--- config.mk ---
export PLATFORM = sky130hd
export DESIGN_NAME = rqe_controller
export DESIGN_NICKNAME = d
export VERILOG_FILES = /design/src/design/rqe_pkg.sv /design/src/design/rqe_controller.sv
export VERILOG_INCLUDE_DIRS = /design/src /design/src/design
export SDC_FILE = /design/constraint.sdc
export NUM_CORES = 1
export LEC_CHECK = 0
export BUFFER_PORTS_ARGS = -buffer_cell sky130_fd_sc_hd__buf_2
export CAP_MARGIN = 20
export CORE_AREA = 2 2 39 41
export CTS_BUF_LIST = sky130_fd_sc_hd__clkbuf_4 sky130_fd_sc_hd__clkbuf_8
export CTS_CLUSTER_SIZE = 30
export DETAILED_ROUTE_END_ITERATION = 10
export DIE_AREA = 0 0 41 43
export PLACE_DENSITY = 0.41
export SLEW_MARGIN = 10
export SYNTH_ARGS = -nofsm -noshare
export SYNTH_HDL_FRONTEND = slang
export SYNTH_SLANG_ARGS = --single-unit
--- constraint.sdc ---
create_clock -name clk_i -period 0.9 [get_ports clk_i]
set_input_delay 0.18 -clock clk_i [delete_from_list [all_inputs] [get_ports clk_i]]
set_output_delay 0.18 -clock clk_i [all_outputs]
set_load 0.05 [all_outputs]
--- src/design/resource_quota_engine_macros.svh ---
// assertion macros shared by the quota engine modules
`ifndef RESOURCE_QUOTA_ENGINE_MACROS_SVH
`define RESOURCE_QUOTA_ENGINE_MACROS_SVH

// clocked check, masked while reset is asserted
`define RQE_ASSERT(lbl, prop, msg) \
  lbl: assert property (@(posedge clk_i) disable iff (!rst_ni) (prop)) else $error(msg);

// clocked check that also holds during reset
`define RQE_ASSERT_RST(lbl, prop, msg) \
  lbl: assert property (@(posedge clk_i) (prop)) else $error(msg);

`endif

--- src/design/rqe_pkg.sv ---
// package with widths, command codes and control types of the quota engine
`default_nettype none

package rqe_pkg;

  localparam int NumResources = 16;
  localparam int IdxW         = $clog2(NumResources);
  localparam int CmdW         = 3;
  localparam int RidxW        = 8;
  localparam int ValW         = 64;

  typedef logic [CmdW-1:0]  cmd_t;
  typedef logic [RidxW-1:0] ridx_t;
  typedef logic [ValW-1:0]  val_t;

  localparam cmd_t CmdSetLimit = 3'd0;
  localparam cmd_t CmdReserve  = 3'd1;
  localparam cmd_t CmdCheck    = 3'd2;
  localparam cmd_t CmdCommit   = 3'd3;
  localparam cmd_t CmdRelease  = 3'd4;
  localparam cmd_t CmdQuery    = 3'd5;

  typedef struct packed {
    logic load;
    logic exec;
    logic eval;
  } rqe_ctrl_t;

endpackage

`default_nettype wire

--- src/design/rqe_controller.sv ---
// sequencer of the quota engine: accept, execute, evaluate and output handshake
`default_nettype none

`include "resource_quota_engine_macros.svh"

module rqe_controller import rqe_pkg::*; (
  input  logic      clk_i,
  input  logic      rst_ni,
  input  logic      in_valid_i,
  input  logic      out_ready_i,
  output logic      in_ready_o,
  output logic      out_valid_o,
  output rqe_ctrl_t ctrl_o
);

  localparam logic [1:0] SIdle = 2'd0;
  localparam logic [1:0] SExec = 2'd1;
  localparam logic [1:0] SEval = 2'd2;

  logic [1:0] state_q, state_d;
  logic       out_valid_q, out_valid_d;
  logic       eval_go;
  logic       accept;

  assign eval_go = !out_valid_q || out_ready_i;
  assign accept  = in_valid_i && in_ready_o;

  always_comb begin
    state_d     = state_q;
    in_ready_o  = 1'b0;
    ctrl_o      = '0;
    unique case (state_q)
      SIdle: begin
        in_ready_o = 1'b1;
        if (in_valid_i) begin
          state_d = SExec;
        end
      end
      SExec: begin
        ctrl_o.exec = 1'b1;
        state_d     = SEval;
      end
      SEval: begin
        if (eval_go) begin
          ctrl_o.eval = 1'b1;
          in_ready_o  = 1'b1;
          state_d     = in_valid_i ? SExec : SIdle;
        end
      end
      default: state_d = SIdle;
    endcase
    ctrl_o.load = in_valid_i && in_ready_o;
  end

  always_comb begin
    out_valid_d = out_valid_q;
    if (ctrl_o.eval) begin
      out_valid_d = 1'b1;
    end else if (out_ready_i) begin
      out_valid_d = 1'b0;
    end
  end

  always_ff @(posedge clk_i or negedge rst_ni) begin
    if (!rst_ni) begin
      state_q     <= SIdle;
      out_valid_q <= 1'b0;
    end else begin
      state_q     <= state_d;
      out_valid_q <= out_valid_d;
    end
  end

  assign out_valid_o = out_valid_q;

  `RQE_ASSERT_RST(a_reset_idle, !rst_ni |-> (state_q == SIdle && !out_valid_q),
                  "not idle in reset")
  `RQE_ASSERT(a_accept_exec, accept |=> state_q == SExec, "accepted item not executed")
  `RQE_ASSERT(a_exec_eval, state_q == SExec |=> (state_q == SEval && !ctrl_o.exec),
              "exec not followed by eval")
  `RQE_ASSERT(a_eval_hold,
              (state_q == SEval && out_valid_q && !out_ready_i) |=>
                (state_q == SEval && out_valid_q),
              "result lost while output stalled")

endmodule

`default_nettype wire
# [Yosys cells after proc, flatten, opt, wreduce, memory -nomap -nowiden]
# Cells that the tools add are included.
[totals] reg_bits=3 in_bits=4 output_inout_bits=5 word_cells=22
[classes] n_eq_ne=4 n_mux=10 reduce_logical=6
[ops] op="1-bit two-way mux" count=6
[ops] op="2-bit one-hot mux with 3 select lines" count=1
[ops] op="2-bit two-way mux" count=2
[ops] op="2-bit inequality test (second input constant)" count=2
[ops] op="2-bit by 1-bit == test with 1-bit output (second input constant)" count=1
[ops] op="2-bit == test (second input constant)" count=1
[ops] op="2-bit zero test" count=1
[ops] op="1-bit one-hot mux with 2 select lines" count=1
[ops] op="2-bit AND reduction" count=1
[ops] op="2-bit nonzero test" count=1
[ops] op="1-bit logical AND" count=1
[ops] op="1-bit zero test" count=1
[ops] op="1-bit logical OR" count=1

# [Logic depth before layout (Yosys ltp)]
[depth] word_depth=5 ltp_mapped=3 ltp_nobuf=2

# [Worst setup path after synthesis]
# Ideal clock, no wire load.
[synth_timing] path_kind="register to output" startpoint="register out_valid_q (netlist: out_valid_o)" endpoint="output ctrl_o[2] (netlist bit)" t_arrival_ns=1.596 t_required_ns=0.720 setup_slack_ns=-0.876 stages_incl_launch_ff=3 path_buffers=0 path_cell_list="dfrtp_1 nor2b_2 a21oi_1"
[synth_lines] item="start, declared" line="rqe_controller.sv:21" text="logic out_valid_q, out_valid_d;"
[synth_lines] item="start signal, assigned" line="rqe_controller.sv:70" text="out_valid_q <= out_valid_d;"
[synth_lines] item="end, declared" line="rqe_controller.sv:13" text="output rqe_ctrl_t ctrl_o"

==> flow_metrics.env <==
export IMPL_ios=9
export IMPL_finalCritPeriodShare_pct=140
export IMPL_crit_type="register to output pin"
export IMPL_start_util_pct=11.1
export IMPL_grt_overflow=0
export IMPL_final_cell_mix="buf_6 (5), clkbuf_4 (4), buf_4 (4)"
export IMPL_crit_required_ns=0.72
export IMPL_ys_seq_elements=3
export IMPL_run_status="finished, violations left"
export IMPL_syn_area_sq_um=154
export IMPL_setup_ws_ns=-0.358
export IMPL_clk_pin_slew_ns=0.04
export IMPL_period_needed_ns=1.26
export IMPL_num_vias=168
export IMPL_ys_types=9
export IMPL_cp_max_fo=4
export IMPL_synth_avg_cell_area_sq_um=9.62
export IMPL_dp_slack_ns=-0.274
export IMPL_drt_iter0_drc=0
export IMPL_post_dp_hpwl_um=315
export IMPL_slew_viol_final=0
export IMPL_failed_checks="negative setup slack"
export IMPL_yosys_top_cells_area="dfrtp_1 (49%), nand2b_1 (12%), a21oi_1 (9.8%)"
export IMPL_power_density_mw_per_mm2=2120
export IMPL_dr_pass1_iters=1
export IMPL_arrival_ns=1.08
export IMPL_coreArea_sq_mm=0.00138
export IMPL_clock_sinks=3
export IMPL_synth_top_area_share_pct=48.8
export IMPL_final_cells=48
export IMPL_wl_um=426
export IMPL_globalplace_congestion=0.626
export IMPL_grt_pass1_wl_um=703
export IMPL_finalNetCount=37
export IMPL_antenna_found_initial=0
export IMPL_end_kind="output pin"
export IMPL_cts_buffers_inserted=3
export IMPL_die_h_um=43
export IMPL_post_route_cells_drive_above_1_share_pct=81.3
export IMPL_maxSlewHeadroom_pct=86.4
export IMPL_multiInputGateArea_sq_um=111
export IMPL_register_area_sq_um=77.6
export IMPL_worstMarginPinSlew_ns=0.204
export IMPL_yosysSeqAreaShare_pct=48.8
export IMPL_synth_nets=20
export IMPL_grt_usage_pct=6.84
export IMPL_grt_max_degree=6
export IMPL_drc_errors=0
export IMPL_htreeDepth=1
export IMPL_avgRoutedWirePerCell_um=8.88
export IMPL_peakVddDrop_v=0.000675
export IMPL_hp_class="input pin to asynchronous set/reset pin"
export IMPL_yosys_warnings=0
export IMPL_cts_tree="done"
export IMPL_synth_area_leader_cell="dfrtp_1"
export IMPL_dp_cells=41
export IMPL_total_power_w=0.000774
export IMPL_fillCellCount=148
export IMPL_ant_nets=0
export IMPL_diodes=0
export IMPL_clock_root_buffer="clkbuf_4"
export IMPL_clk_latency_ns=0.23
export IMPL_grt_pass1_vias=161
export IMPL_finalSetupViolations=7
export IMPL_fmax_ghz=0.795
export IMPL_area_delta_synth_final_pct=137
export IMPL_clk_path_buf_depth=2
export IMPL_placementRows=14
export IMPL_numPortBuffers=8
export IMPL_p_leak_nw=0.168
export IMPL_final_common_cell="buf_6"
export IMPL_vias_per_cell=3.50
export IMPL_start_kind="register"
export IMPL_syn_inst=16
export IMPL_fp_dieArea_sq_mm=0.00176
export IMPL_drv_cap=0
export IMPL_dieWidth_um=41
export IMPL_rsz0062_at_grt="yes"
export IMPL_fin_tns_setup_ns=-1.65
export IMPL_skew_ns=0.000711
export IMPL_finalHoldViolCount=0
[final timing paths]
path | startpoint | cells past startpoint | endpoint | slack (ns)
worst max-delay path | out_valid_o | 3 | ctrl_o[2] | -0.36
worst min-delay path | rst_ni | 2 | out_valid_o | 0.26
worst max register to register | state_q[0] | 3 | state_q[1] | -0.07
worst min register to register | out_valid_o | 3 | out_valid_o | 0.62
max in group asynchronous | rst_ni | 2 | state_q[1] | 0.52
min in group clk_i | out_ready_i | 3 | out_valid_o | 0.28
[layout make-up]
cell class	instances	area share (%)
Timing Repair Buffer	14	34.6
Multi-Input combinational cell	11	30.5
Sequential cell	3	21.2
Clock buffer	4	8.22
Tap cell	16	5.48
[critical path, stage by stage, from the launching register on]
cell,delay (ns)
dfrtp_2,0.40
nor2b_4,0.16
a21oi_4,0.12
buf_6,0.17
[what timing repair did]
action	CTS	global route
gates resized for setup	14	2
buffers inserted	2	0
pin swaps	1	0
hold buffers	1	0
endpoints found under the setup margin	7	7
endpoints found under the hold margin	3	0
[sequential cells by signal, indices dropped and copies added (netlist names)]
signal,flops
out_valid_o,1
state_q,2
[power by group]
| group | internal (W) | switching, W |
|---|---|---|
| Combinational | 0.000149 | 0.000170 |
| Clock | 0.000196 | 0.0000719 |
| Sequential | 0.000157 | 0.0000302 |
[synthesized netlist by cell type]
library cell / instances
a21oi_1: 3
dfrtp_1: 3
nand2b_1: 3
buf_4: 2
nand2_1: 1
nor2_1: 1
nor2b_1: 1
nor2b_2: 1
o21bai_1: 1
[per-stage QoR]
stage / hold slack (ns) / instance area, sq um / utilization (%)
3_5_place_dp: -0.0230 / 251 / 18.2
3_3_place_gp: -0.0248 / 251 / 18.2
5_1_grt: 0.272 / 365 / 26.4
4_1_cts: 0.255 / 358 / 25.9
6_report: 0.263 / 365 / 26.4
2_1_floorplan: -0.116 / 188 / -
[metal layers]
metal / routed length [um] / up-vias / global-route usage, %
met5: 0 / - / 0
met4: 14 / 0 / 10.0
met3: 34 / 2 / 3.14
met2: 182 / 10 / 6.25
met1: 194 / 73 / 8.74
li1: - / 83 / -
[cell families after synthesis]
kind of cell    Yosys count  share of synthesized area, %
compound gates            4                          14.6
buf+inv                   2                          9.75
flops                     3                          48.8
simple gates              7                          26.8
No activity file was read; power rests on OpenSTA's default activity.
